File: src/rtl/core/gmc_pkg.sv
package gmc_pkg;

    // controller states, one-hot
    typedef enum logic [5:0] {
        ST_STARTUP = 6'b000001,
        ST_STOP    = 6'b000010,
        ST_OPEN    = 6'b000100,
        ST_CLOSE   = 6'b001000,
        ST_ERROR   = 6'b010000,
        ST_SAFETY  = 6'b100000
    } t_state;

    // gate_mode codes seen on the result port
    localparam logic [2:0] MODE_STARTUP = 3'd0;
    localparam logic [2:0] MODE_STOP    = 3'd1;
    localparam logic [2:0] MODE_OPEN    = 3'd2;
    localparam logic [2:0] MODE_CLOSE   = 3'd3;
    localparam logic [2:0] MODE_ERROR   = 3'd4;
    localparam logic [2:0] MODE_SAFETY  = 3'd5;

    // bit positions in the led word
    localparam int LED_OPENED  = 0;
    localparam int LED_CLOSED  = 1;
    localparam int LED_BARRIER = 2;
    localparam int LED_ERROR   = 3;
    localparam int LED_FLASH   = 4;
    localparam int LED_SPARE   = 5;
    localparam int LED_MOPEN   = 6;
    localparam int LED_MCLOSE  = 7;

    // configuration register indexes
    localparam int CFG_IDX_W = 2;
    localparam logic [CFG_IDX_W-1:0] CFG_ON_TICKS     = 2'd0;
    localparam logic [CFG_IDX_W-1:0] CFG_PERIOD_TICKS = 2'd1;

    localparam logic [7:0] ON_TICKS_RST     = 8'd4;
    localparam logic [7:0] PERIOD_TICKS_RST = 8'd5;

    typedef struct packed {
        logic btn_open;
        logic btn_close;
        logic btn_stop;
        logic limit_open;
        logic limit_closed;
        logic light_barrier;
    } t_sense;

    typedef struct packed {
        logic [7:0] on_ticks;
        logic [7:0] period_ticks;
    } t_cfg;

    function automatic logic [2:0] f_mode(input t_state s);
        logic [2:0] m;
        unique case (s)
            ST_STARTUP: m = MODE_STARTUP;
            ST_STOP:    m = MODE_STOP;
            ST_OPEN:    m = MODE_OPEN;
            ST_CLOSE:   m = MODE_CLOSE;
            ST_ERROR:   m = MODE_ERROR;
            ST_SAFETY:  m = MODE_SAFETY;
            default:    m = MODE_STARTUP;
        endcase
        return m;
    endfunction

endpackage

File: src/rtl/core/gmc_step.sv
module gmc_step #(
    parameter int TIMER_BITS = 8
) (
    input  gmc_pkg::t_state         i_state,
    input  logic [7:0]              i_led,
    input  logic [2:0]              i_prev,
    input  logic [TIMER_BITS-1:0]   i_timer,
    input  gmc_pkg::t_sense         i_sense,
    input  gmc_pkg::t_cfg           i_cfg,
    output gmc_pkg::t_state         o_state,
    output logic [7:0]              o_led,
    output logic [2:0]              o_prev,
    output logic [TIMER_BITS-1:0]   o_timer
);
    import gmc_pkg::*;

    // compare width covers both the timer and the 8-bit registers
    localparam int CW = (TIMER_BITS > 8) ? TIMER_BITS : 8;
    localparam logic [CW-1:0] TMAX = CW'((32'd1 << TIMER_BITS) - 32'd1);

    logic [2:0]    w_btn;
    logic [2:0]    w_edge;
    logic          w_lo;
    logic          w_lc;
    logic          w_lb;
    logic          w_blink;
    t_state        w_s;
    logic [7:0]    w_led;
    logic [CW-1:0] w_t;
    logic [CW-1:0] w_on;
    logic [CW-1:0] w_per;

    always_comb begin
        w_btn   = {i_sense.btn_stop, i_sense.btn_close, i_sense.btn_open};
        w_edge  = w_btn & ~i_prev;
        w_lo    = i_sense.limit_open;
        w_lc    = i_sense.limit_closed;
        w_lb    = i_sense.light_barrier;
        w_s     = i_state;
        w_led   = i_led;
        w_blink = (i_state == ST_OPEN) || (i_state == ST_CLOSE);

        unique case (i_state)
            ST_STARTUP: begin
                w_led[LED_FLASH] = 1'b0;
                if (w_lc) w_s = ST_STOP;
            end
            ST_STOP: begin
                w_led[LED_FLASH]   = 1'b0;
                w_led[LED_MOPEN]   = 1'b0;
                w_led[LED_MCLOSE]  = 1'b0;
                w_led[LED_BARRIER] = 1'b0;
                w_led[LED_ERROR]   = 1'b0;
                if (w_edge[0]) w_s = ST_OPEN;
                if (w_edge[1]) w_s = ST_CLOSE;
                if (w_lo && w_lc) w_s = ST_ERROR;
            end
            ST_OPEN: begin
                w_led[LED_CLOSED]  = 1'b0;
                w_led[LED_BARRIER] = 1'b0;
                w_led[LED_MOPEN]   = 1'b1;
                if (w_lo && w_lc) w_s = ST_ERROR;
                if (w_edge[2]) w_s = ST_STOP;
                if (w_lo) begin
                    w_led[LED_OPENED] = 1'b1;
                    w_led[LED_MOPEN]  = 1'b0;
                    w_s = ST_STOP;
                end
            end
            ST_CLOSE: begin
                w_led[LED_MCLOSE]  = 1'b1;
                w_led[LED_OPENED]  = 1'b0;
                w_led[LED_BARRIER] = 1'b0;
                if (w_lo && w_lc) w_s = ST_ERROR;
                if (w_edge[2]) w_s = ST_STOP;
                if (w_lb) w_s = ST_SAFETY;
                if (w_lc) begin
                    w_s = ST_STOP;
                    w_led[LED_CLOSED] = 1'b1;
                end
            end
            ST_ERROR: begin
                w_s = (w_lo && w_lc) ? ST_ERROR : ST_STOP;
                w_led[LED_MOPEN]   = 1'b0;
                w_led[LED_MCLOSE]  = 1'b0;
                w_led[LED_BARRIER] = 1'b0;
                w_led[LED_OPENED]  = 1'b0;
                w_led[LED_CLOSED]  = 1'b0;
                w_led[LED_ERROR]   = 1'b1;
            end
            ST_SAFETY: begin
                w_led[LED_OPENED]  = 1'b0;
                w_led[LED_CLOSED]  = 1'b0;
                w_led[LED_ERROR]   = 1'b0;
                w_led[LED_FLASH]   = 1'b0;
                w_led[LED_MOPEN]   = 1'b0;
                w_led[LED_MCLOSE]  = 1'b0;
                w_led[LED_BARRIER] = 1'b1;
                if (w_edge[0]) w_s = ST_OPEN;
            end
            default: begin
            end
        endcase

        // warning light timer, enable taken from the state before the step
        w_t   = CW'(i_timer);
        w_on  = CW'(i_cfg.on_ticks);
        w_per = CW'(i_cfg.period_ticks);
        if (w_blink) begin
            if (w_t >= w_on) w_led[LED_FLASH] = 1'b0;
            if (w_t >= w_per) begin
                w_led[LED_FLASH] = 1'b1;
                w_t = '0;
            end
        end else begin
            w_t = (w_per > TMAX) ? TMAX : w_per;
        end
        // saturating increment
        if (w_t < TMAX) w_t = w_t + CW'(1);

        w_led[LED_SPARE] = 1'b0;
    end

    assign o_state = w_s;
    assign o_led   = w_led;
    assign o_prev  = w_btn;
    assign o_timer = w_t[TIMER_BITS-1:0];

endmodule

File: src/rtl/core/gate_motor_controller_unit.sv
// Gate motor controller, stepped once per accepted tick request. One request can be
// accepted every clock cycle unless the input stalls; its result (led word and gate
// mode) is held in the output register from the next cycle on, in the single
// register stage behind the state and latch logic. The input stalls only while a
// result sits in the output register and the output side stalls. Configuration
// writes are always ready and take effect for the next tick.
module gate_motor_controller_unit #(
    parameter int TIMER_BITS = 8
) (
    input  logic                            i_clk,
    input  logic                            i_rst_n,
    // tick request
    input  logic                            i_valid,
    output logic                            o_stall,
    input  logic                            i_btn_open,
    input  logic                            i_btn_close,
    input  logic                            i_btn_stop,
    input  logic                            i_limit_open,
    input  logic                            i_limit_closed,
    input  logic                            i_light_barrier,
    // result
    output logic                            o_out_valid,
    input  logic                            i_out_stall,
    output logic [7:0]                      o_led_word,
    output logic [2:0]                      o_gate_mode,
    // configuration
    input  logic                            i_cfg_valid,
    output logic                            o_cfg_ready,
    input  logic [gmc_pkg::CFG_IDX_W-1:0]   i_cfg_index,
    input  logic [7:0]                      i_cfg_data
);
    import gmc_pkg::*;

    t_state                r_state;
    t_state                n_state;
    logic [7:0]            r_led;
    logic [7:0]            n_led;
    logic [2:0]            r_prev;
    logic [2:0]            n_prev;
    logic [TIMER_BITS-1:0] r_timer;
    logic [TIMER_BITS-1:0] n_timer;
    logic                  r_out_valid;
    t_cfg                  r_cfg;
    t_sense                w_sense;
    logic                  w_in_acc;
    logic                  w_out_acc;

    assign o_stall     = r_out_valid && i_out_stall;
    assign w_in_acc    = i_valid && !o_stall;
    assign w_out_acc   = r_out_valid && !i_out_stall;
    assign o_cfg_ready = 1'b1;

    assign w_sense = '{
        btn_open:      i_btn_open,
        btn_close:     i_btn_close,
        btn_stop:      i_btn_stop,
        limit_open:    i_limit_open,
        limit_closed:  i_limit_closed,
        light_barrier: i_light_barrier
    };

    gmc_step #(
        .TIMER_BITS (TIMER_BITS)
    ) u_step (
        .i_state (r_state),
        .i_led   (r_led),
        .i_prev  (r_prev),
        .i_timer (r_timer),
        .i_sense (w_sense),
        .i_cfg   (r_cfg),
        .o_state (n_state),
        .o_led   (n_led),
        .o_prev  (n_prev),
        .o_timer (n_timer)
    );

    // the state latches double as the result register: they only move on accept,
    // and accept waits until the previous result has left
    always_ff @(posedge i_clk) begin
        if (!i_rst_n) begin
            r_state     <= ST_STARTUP;
            r_led       <= '0;
            r_prev      <= '0;
            r_timer     <= '0;
            r_out_valid <= 1'b0;
        end else begin
            if (w_in_acc) begin
                r_state <= n_state;
                r_led   <= n_led;
                r_prev  <= n_prev;
                r_timer <= n_timer;
            end
            if (w_in_acc) begin
                r_out_valid <= 1'b1;
            end else if (w_out_acc) begin
                r_out_valid <= 1'b0;
            end
        end
    end

    always_ff @(posedge i_clk) begin
        if (!i_rst_n) begin
            r_cfg.on_ticks     <= ON_TICKS_RST;
            r_cfg.period_ticks <= PERIOD_TICKS_RST;
        end else if (i_cfg_valid && o_cfg_ready) begin
            unique case (i_cfg_index)
                CFG_ON_TICKS:     r_cfg.on_ticks     <= i_cfg_data;
                CFG_PERIOD_TICKS: r_cfg.period_ticks <= i_cfg_data;
                default: begin
                end
            endcase
        end
    end

    assign o_out_valid = r_out_valid;
    assign o_led_word  = r_led;
    assign o_gate_mode = f_mode(r_state);

    a_motor_excl: assert property (@(posedge i_clk) disable iff (!i_rst_n)
        !(o_led_word[LED_MOPEN] && o_led_word[LED_MCLOSE]))
        else $error("motor open and close driven together");

    a_acc_valid: assert property (@(posedge i_clk) disable iff (!i_rst_n)
        w_in_acc |=> o_out_valid)
        else $error("accepted request produced no result");

    a_hold: assert property (@(posedge i_clk) disable iff (!i_rst_n)
        !w_in_acc |=> ($stable(o_led_word) && $stable(o_gate_mode)))
        else $error("result changed without a request");

    a_open_no_mclose: assert property (@(posedge i_clk) disable iff (!i_rst_n)
        (o_gate_mode == MODE_OPEN) |-> !o_led_word[LED_MCLOSE])
        else $error("close motor on while opening");

endmodule

File: config.mk
export PLATFORM = sky130hd
export DESIGN_NAME = gate_motor_controller_unit
export DESIGN_NICKNAME = d
export VERILOG_FILES = /design/src/rtl/core/gmc_pkg.sv /design/src/rtl/core/gmc_step.sv /design/src/rtl/core/gate_motor_controller_unit.sv
export SDC_FILE = /design/constraint.sdc
export NUM_CORES = 1
export LEC_CHECK = 0
export BUFFER_PORTS_ARGS = -buffer_cell sky130_fd_sc_hd__clkbuf_2
export CAP_MARGIN = 20
export CORE_MARGIN = 2
export CORE_UTILIZATION = 30
export CTS_BUF_LIST = sky130_fd_sc_hd__clkbuf_4
export CTS_CLUSTER_DIAMETER = 60
export DETAILED_ROUTE_END_ITERATION = 12
export HOLD_SLACK_MARGIN = 0.02
export PLACE_DENSITY = 0.53
export SLEW_MARGIN = 10
export SYNTH_ARGS = -nofsm -noshare
export SYNTH_HDL_FRONTEND = slang
export SYNTH_SLANG_ARGS = --single-unit
File: constraint.sdc
create_clock -name i_clk -period 9 [get_ports i_clk]
set_clock_uncertainty 0.2 [all_clocks]
set_input_delay 1.35 -clock i_clk [delete_from_list [all_inputs] [get_ports i_clk]]
set_output_delay 1.35 -clock i_clk [all_outputs]
set_load 0.02 [all_outputs]
==> results of run 1 <==
-- power breakdown --
group | internal, mW | switching [mW]
combinational | 0.0243 | 0.0354
clock | 0.0403 | 0.0643
sequential | 0.188 | 0.00698
total | 0.253 | 0.107
-- stage by stage --
stage	area (um^2)	utilization (%)	setup WS, ps
2_1_floorplan	2690	-	5819
3_3_place_gp	2894	33.19	5618
3_5_place_dp	2894	33.19	5557
4_1_cts	2954	33.87	5289
5_1_grt	2954	33.87	5152
6_report	2954	33.87	5300
-- registers in the layout, summed over array words and instances (netlist names) --
signal	cells
o_out_valid	1
r_prev	3
r_timer	8
o_led_word	7
r_state	6
r_cfg	16
-- synth_stat cells (5+ instances only) --
| master | instances | area share, % |
|---|---|---|
| nand3_1 | 13 | 2.4 |
| a21boi_0 | 12 | 3.3 |
| dfxtp_1 | 41 | 31 |
| inv_1 | 19 | 2.7 |
| nor2b_1 | 20 | 4.7 |
| ha_1 | 17 | 7.9 |
| o21ai_0 | 30 | 5.6 |
| nor2_1 | 24 | 3.3 |
| clkbuf_1 | 11 | 1.5 |
| nor3_1 | 5 | 0.93 |
| a21oi_1 | 21 | 3.9 |
| a21o_1 | 5 | 1.4 |
| nand2b_1 | 6 | 1.4 |
| nand2_1 | 50 | 7.0 |
| mux2i_1 | 9 | 3.3 |
| and3_1 | 5 | 1.2 |
-- final timing paths --
kind	from	end	slack, ps	cells after the start
hold reg to reg	o_led_word[2]$_SDFFE_PN0P_	o_led_word[2]$_SDFFE_PN0P_	280	2
setup / recovery	r_state[5]$_SDFFE_PN0P_	o_gate_mode[1]	5300	4
hold / removal	o_led_word[2]$_SDFFE_PN0P_	o_led_word[2]$_SDFFE_PN0P_	280	2
setup reg to reg	r_timer[6]$_SDFFE_PN0P_	r_timer[6]$_SDFFE_PN0P_	5490	11
-- worst min-delay path: stages (launching register included) --
cell	delay, ps
dfxtp_1	330
nand2_1	40
a21boi_0	60
-- layout make-up --
type                            instances  area, um^2  area share [%]
Multi-Input combinational cell        274        1698           57.48
Sequential cell                        41       820.8           27.78
Timing Repair Buffer                   32       160.2           5.421
Tap cell                              108       135.1           4.574
Inverter                               20       80.08           2.711
Clock buffer                            8       60.06           2.033
-- placed cells by master, fill, tap and decap left out, types with 2 or more instances in the layout --
cell type,instances
a21boi_0,12
xnor2_1,4
nor3_1,5
nand2b_1,6
clkbuf_2,32
dfxtp_1,41
o211ai_1,4
ha_1,17
and2_1,4
nor3b_1,2
mux2i_1,9
nand2_1,50
o31ai_1,3
a21o_1,5
and3_1,5
nand3_1,13
nand4_1,2
nand4b_1,2
xor2_1,2
conb_1,2
nor2b_1,20
a31oi_1,4
clkbuf_4,8
a21oi_1,21
nand3b_1,3
o21a_1,3
o22ai_1,2
nor2_1,24
inv_1,19
o21ai_1,2
o21ai_0,30
or4_1,2
-- layer usage --
metal	up-vias	share of wire (%)	wire length (um)
met3	6	2.8	192
met4	0	1.3	89
li1	1265	-	-
met2	35	46	3139
met5	-	0	0
met1	1170	50	3426
-- kinds of logic (layout without fill, tap and decap cells) --
group	count (synthesis)	in the layout	synth area share, %
and+or+nand+nor	145	145	27.35
AOI/OAI and AO/OA	94	94	21.54
DFF	41	41	30.51
buffers and inverters	38	60	6.558
adders and majority gates	17	17	7.907
muxes	10	10	3.907
xor gates and xnor gates	6	6	1.953
other	2	2	0.2792
==> flow_summary.json, run 1 <==
{
  "setup_tns_ps": 0,
  "die_y_um": 98.70,
  "cap_violations": 0,
  "cts_htree_levels": 2,
  "num_antenna_cells": 0,
  "p_leak_nw": 1.235,
  "async_flop_share_pct": 0,
  "dr.pass1.iters": 4,
  "hold_class": "reg -> reg",
  "yosysWarnings": 0,
  "die_w_um": 98.70,
  "synthCells": 353,
  "min_period_ps": 3700,
  "slew_violations": 0,
  "core_area_um2": 8721,
  "cts-root-buf": "clkbuf_4",
  "worstPathMaxFanout": 22,
  "place.gp.congestion": 0.8513,
  "end_kind": "output port",
  "p_per_area_nw_per_um2": 121.6,
  "drive_above_1_share_pct": 12.80,
  "grt_pass1_wl_um": 11180,
  "crit_slowest_cell": "or4_1",
  "synthDistinctLibCells": 50,
  "use_met1_pct": 20.46,
  "io_buffers": 32,
  "grt_use_met3_pct": 2.270,
  "period_share_pct": 41.11,
  "crit_path_max_incr_delay_ps": 690,
  "crit_chain": "or2_0 -> or4_1 -> clkinv_4 -> clkbuf_2",
  "drt_iter0_drc": 236,
  "finalSetupViolations": 0,
  "ant_nets": 0,
  "hold_violations": 0,
  "hpwl_um": 5060,
  "io_pins": 35,
  "postCtsSetupBuffers": 0,
  "drc": 0,
  "cts_made_buffers": 5,
  "drt_wl_total_um": 6847,
  "relSlewSlack_pct": 37.39,
  "grt_setup_unrepaired": "false",
  "layout.cells.non_filler": 483,
  "ys_seq_area_share_pct": 30.51,
  "rows": 34,
  "grt_remaining_overflow": 0,
  "hold_slack_ps": 275.0,
  "max_freq_ghz": 0.2702,
  "path_clk_slew_ps": 120,
  "start_util_pct": 30.85,
  "cts_tree": "built",
  "ys_ff_latch": 41,
  "critPathKind": "reg -> out",
  "finalPower_mw": 0.3593,
  "status": "finished, final reports clean",
  "crit_required_ps": 7450,
  "synth_flop_cell": "dfxtp_1",
  "vias": 2476,
  "syn_to_final_growth_pct": 9.814,
  "tightest_slew_ps": 935.1,
  "netlist_area_um2": 2690,
  "worstPathArrival_ps": 2150,
  "dieArea_um2": 9741,
  "routedWlPerCell_um": 14.18,
  "grt_max_degree": 43,
  "antenna_found_initial": 0,
  "clk_latency_ps": 360,
  "startpoint_type": "flop",
  "vdd_drop_max_mv": 0.04453,
  "dp.cells": 475,
  "synth.avg_cell_area_um2": 7.621,
  "nets": 412,
  "routed_via_density": 5.126,
  "clock_path_buffers": 2,
  "synth_edf_count": 0,
  "grt.busiest_layer": "met2",
  "n_fill_cell": 924,
  "cts_hold_buffers": 0,
  "ctsResizeCount": 0,
  "clock-sinks": 41,
  "path_delay_family": "simple AND/OR/NAND/NOR gates",
  "grt_pass1_vias": 2215,
  "syn-num-nets": 391,
  "crit_buf_inv": 2,
  "grt_use_met2_pct": 21.72,
  "grt_usage_pct": 14.17
}
Power figures use the tool's default switching activity.
==> inputs of run 2 (changes only) <==
clock period = 3.55 ns   (was 9 ns; I/O delays follow)
==> run 2 against run 1 <==
  * Wire length rose by 2.0%
  * Sequential power increased to 2.5 times the previous value
  * Cell area increased by 1.7%
  * Cell count increased by 1.4%
==> flow_summary.json, run 2 (same netlist as run 1, synthesis figures left out) <==
{
  "status": "finished, final reports clean",
  "num_antenna_cells": 0,
  "comb_power_share_pct": 18.6,
  "drt_iter0_drc": 158,
  "dp.cells": 483,
  "worstPathArrival_ps": 3370,
  "wl_met3_um": 220,
  "place_ws_ps": 283.2,
  "drt_wl_total_um": 6987,
  "min_period_ps": 3285,
  "hold_slack_ps": 224.0,
  "hpwl_um": 5358,
  "place.gp.congestion": 0.9320,
  "grt_max_degree": 43,
  "largest_reg_flops": 16,
  "cts_htree_levels": 2,
  "p_leak_nw": 1.268,
  "critPathKind": "reg -> reg",
  "slew_violations": 0,
  "nets": 420,
  "grt_pass1_vias": 2372,
  "antenna_found_initial": 0,
  "rows": 34,
  "drc": 0,
  "end_kind": "flop",
  "layout.cells.non_filler": 490,
  "final_common_cell": "nand2_1",
  "cts-root-buf": "clkbuf_4",
  "crit_required_ps": 3640,
  "io_pins": 35,
  "vdd_drop_max_mv": 0.09177,
  "grt_setup_unrepaired": "false",
  "p_per_area_nw_per_um2": 295.6,
  "tightest_slew_ps": 910.1,
  "dieArea_um2": 9741,
  "syn_to_final_growth_pct": 11.63,
  "io_buffers": 32,
  "die_y_um": 98.70,
  "setup_ws_ps": 264.9,
  "ctsResizeCount": 0,
  "dr_wl_met2_um": 3183,
  "dr.pass1.iters": 4,
  "clock_path_buffers": 2,
  "die_w_um": 98.70,
  "cts_made_buffers": 5,
  "clk_latency_ps": 340,
  "top_layer": "met4",
  "clock_power_share_pct": 26.0,
  "grt_remaining_overflow": 0,
  "finalPower_mw": 0.8875,
  "postCtsSetupBuffers": 0,
  "path_clk_slew_ps": 120,
  "finalCoreUtilization_pct": 34.43,
  "routed_via_density": 5.076,
  "core_area_um2": 8721,
  "period_share_pct": 92.54,
  "final_cell_mix": "50 x nand2_1, 41 x dfxtp_1, 32 x clkbuf_2, 30 x o21ai_0, 24 x nor2_1",
  "ant_nets": 0,
  "cap_violations": 0,
  "routedWlPerCell_um": 14.26,
  "cts_tree": "built",
  "place_area_um2": 2954,
  "worstPathMaxFanout": 22,
  "grt_usage_pct": 14.78,
  "p_seq_share_pct": 55.3,
  "start_util_pct": 30.85,
  "largest_register": "r_cfg",
  "vias": 2487,
  "switching_power_mw": 0.2612,
  "clock-sinks": 41,
  "hold_violations": 0,
  "p_sw_share_pct": 29.42,
  "grt_pass1_wl_um": 11650,
  "finalSetupViolations": 0,
  "startpoint_type": "flop",
  "wl_met1_um": 3500,
  "relSlewSlack_pct": 39.06,
  "hold_class": "in -> reg",
  "stdcell_area_um2": 3003,
  "internal_power_mw": 0.6264,
  "setup_tns_ps": 0,
  "drive_above_1_share_pct": 14.14,
  "cts_hold_buffers": 0,
  "max_freq_ghz": 0.3044
}
[run 2: power by group through the flow]
| stage | Combinational (mW) | Clock, mW | Sequential, mW |
|---|---|---|---|
| 2_1_floorplan | 0.107 | 0 | 0.500 |
| 6_report | 0.165 | 0.231 | 0.491 |
| 5_1_grt | 0.189 | 0.266 | 0.494 |
| 3_3_place_gp | 0.164 | 0 | 0.501 |
| 3_5_place_dp | 0.166 | 0 | 0.501 |
| 4_1_cts | 0.167 | 0.247 | 0.491 |
[run 2: path summary, 6_finish.rpt]
kind / startpoint / endpoint / slack (ps) / cells after the start
setup reg to reg: r_state[5]$_SDFFE_PN0P_ / r_timer[6]$_SDFFE_PN0P_ / 260 / 11
hold / removal: i_valid / o_out_valid$_SDFFE_PN0P_ / 220 / 2
hold reg to reg: o_led_word[2]$_SDFFE_PN0P_ / o_led_word[2]$_SDFFE_PN0P_ / 280 / 2
setup / recovery: r_state[5]$_SDFFE_PN0P_ / r_timer[6]$_SDFFE_PN0P_ / 260 / 11
[run 2: final cells by class]
| type | instances | area [um^2] |
|---|---|---|
| fill | 937 | 5718 |
| multi-input combinational | 274 | 1698 |
| sequential | 41 | 820.8 |
| timing repair buffer | 40 | 220.2 |
| tap | 108 | 135.1 |
| inverter | 20 | 80.08 |
| clock buffer | 6 | 45.04 |
| clock inverter | 1 | 3.754 |
[run 2: per-layer routing]
metal | vias to the layer above | track usage, %
li1 | 1286 | -
met1 | 1151 | 20.40
met2 | 44 | 24.02
met3 | 6 | 2.340
met4 | 0 | 4.110
met5 | - | 0
[run 2: worst max-delay path, cell delays in order, from the launching register on]
cell and delay [ps]:
dfxtp_1 400, or2_0 240, or4_1 660, clkinv_4 220, nand3_1 90, o21a_1 230
inv_1 120, ha_1 190, nand2_1 70, or3b_1 390, mux2_4 310, o21ai_2 120
==> inputs of run 3 (changes only) <==
clock period = 3.4 ns   (was 3.55 ns; I/O delays follow)
==> run 3 against run 2 <==
  * First-iteration DRC count shrank 11%
  * Power rose by 4.2%
  * Global-route usage is essentially flat
  * Clock-buffer cell count fell by 1
  * Critical path depth is 2 higher
  * Wire length increased by 0.44%
  * Critical endpoint unchanged
  * Sequential power is 4.3% higher
  * Flip-flop and latch count stayed put
  * Hold slack lost 28 ps
  * Critical path type unchanged
  * Cell count is 1.2% higher
==> flow_summary.json, run 3 (same netlist as run 1, synthesis figures left out) <==
{
  "drive_above_1_share_pct": 15.72,
  "dr.pass1.iters": 4,
  "io_buffers": 32,
  "dieArea_um2": 9741,
  "num_antenna_cells": 0,
  "hpwl_um": 5314,
  "grt_usage_pct": 14.82,
  "cap_violations": 0,
  "grt_pass1_wl_um": 11810,
  "rows": 34,
  "max_freq_ghz": 0.3191,
  "worstPathMaxFanout": 6,
  "start_util_pct": 30.85,
  "place.gp.congestion": 0.9008,
  "relSlewSlack_pct": 37.86,
  "cts_made_buffers": 5,
  "grt_use_met3_pct": 2.553,
  "setup_ws_ps": 266.0,
  "grt_max_degree": 43,
  "drt_wl_total_um": 7018,
  "crit_path_max_incr_delay_ps": 390,
  "p_leak_nw": 1.296,
  "period_share_pct": 92.18,
  "die_w_um": 98.70,
  "slew_violations": 0,
  "drc": 0,
  "grt_setup_unrepaired": "false",
  "routedWlPerCell_um": 14.15,
  "cts_htree_levels": 2,
  "grt_use_met2_pct": 23.60,
  "crit_chain": "inv_1 -> ha_1 -> and3_1 -> a221oi_1 -> buf_4 -> nor2b_2 -> nand3_1 -> o21ai_0 -> ha_1 -> nand2_1 -> or3b_1 -> mux2_4 -> o21ai_2",
  "die_y_um": 98.70,
  "min_period_ps": 3134,
  "drt_iter0_drc": 140,
  "vdd_drop_max_mv": 0.1141,
  "ant_nets": 0,
  "clock-sinks": 41,
  "largest_reg_flops": 16,
  "crit_required_ps": 3480,
  "grt_remaining_overflow": 0,
  "end_kind": "flop",
  "use_met1_pct": 19.90,
  "place_ws_ps": 241.0,
  "final_common_cell": "nand2_1",
  "cts_hold_buffers": 0,
  "stdcell_area_um2": 3050,
  "largest_register": "r_cfg",
  "routed_via_density": 5.073,
  "crit_slowest_cell": "or3b_1",
  "dp.cells": 488,
  "clock_path_buffers": 2,
  "place_area_um2": 2992,
  "hold_violations": 0,
  "worstPathArrival_ps": 3220,
  "grt.busiest_layer": "met2",
  "io_pins": 35,
  "tightest_slew_ps": 928.0,
  "core_area_um2": 8721,
  "nets": 425,
  "critPathKind": "reg -> reg",
  "vias": 2516,
  "antenna_found_initial": 0,
  "syn_to_final_growth_pct": 13.40,
  "crit_top_cell": "ha_1",
  "path_clk_slew_ps": 120,
  "p_per_area_nw_per_um2": 303.2,
  "hold_class": "in -> reg",
  "startpoint_type": "flop",
  "grt_pass1_vias": 2469,
  "setup_tns_ps": 0,
  "clk_latency_ps": 340,
  "cts-root-buf": "clkbuf_4",
  "finalCoreUtilization_pct": 34.98,
  "final_cell_mix": "50 x nand2_1, 41 x dfxtp_1, 32 x clkbuf_2, 30 x o21ai_0, 24 x nor2_1",
  "layout.cells.non_filler": 496,
  "status": "finished, final reports clean",
  "finalSetupViolations": 0,
  "cts_tree": "built"
}
[run 3: cell type report]
| type | count | area (um^2) |
|---|---|---|
| Fill cell | 930 | 5670 |
| Multi-Input combinational cell | 274 | 1707 |
| Sequential cell | 41 | 820.8 |
| Timing Repair Buffer | 45 | 257.7 |
| Tap cell | 108 | 135.1 |
| Inverter | 20 | 80.08 |
| Clock buffer | 5 | 37.54 |
| Clock inverter | 3 | 12.51 |
[run 3: through the flow]
step / power [mW] / hold slack [ps]
after floorplan: 0.6345 / 243.8
after global placement: 0.6954 / 253.2
after detailed placement: 0.6980 / 264.3
after CTS: 0.9408 / 164.9
after global routing: 0.9894 / 170.7
final: 0.9249 / 195.8
[run 3: critical path: cells and delay by family (launching register included)]
family	cells	cell delay [ps]
flip-flops	1	380
AND/OR/NAND/NOR	5	920
AO/OA/AOI/OAI	3	480
buffers and inverters	2	280
adder cells (fa/ha/maj)	2	510
multiplexers	1	310
[run 3: metal layers]
metal	routed length [um]	share of wire, %	up-vias
met4	113	1.6	0
met2	3187	45	52
met3	242	3.4	8
li1	-	-	1296
met5	0	0	-
met1	3474	50	1160
[run 3: path summary, 6_finish.rpt]
kind / slack, ps / to / start / depth (start not counted)
worst max register to register: 270 / r_timer[6]$_SDFFE_PN0P_ / r_cfg[7]$_SDFFE_PN0P_ / 13
worst max-delay path: 270 / r_timer[6]$_SDFFE_PN0P_ / r_cfg[7]$_SDFFE_PN0P_ / 13
worst min-delay path: 200 / o_out_valid$_SDFFE_PN0P_ / i_valid / 2
worst min register to register: 280 / o_led_word[2]$_SDFFE_PN0P_ / o_led_word[2]$_SDFFE_PN0P_ / 2
[run 3: repair_timing]
| action | in CTS | in global routing |
|---|---|---|
| gates resized for setup | 0 | 3 |
| hold endpoints to repair | 0 | 0 |
| buffers inserted | 0 | 0 |
| setup endpoints to repair | 0 | 6 |
[run 3: where the power goes]
part           switching, mW  total (mW)  internal, mW
Combinational          0.102       0.178        0.0755
Sequential            0.0142       0.512         0.498
Clock                  0.160       0.235        0.0751
Total                  0.276       0.925         0.648
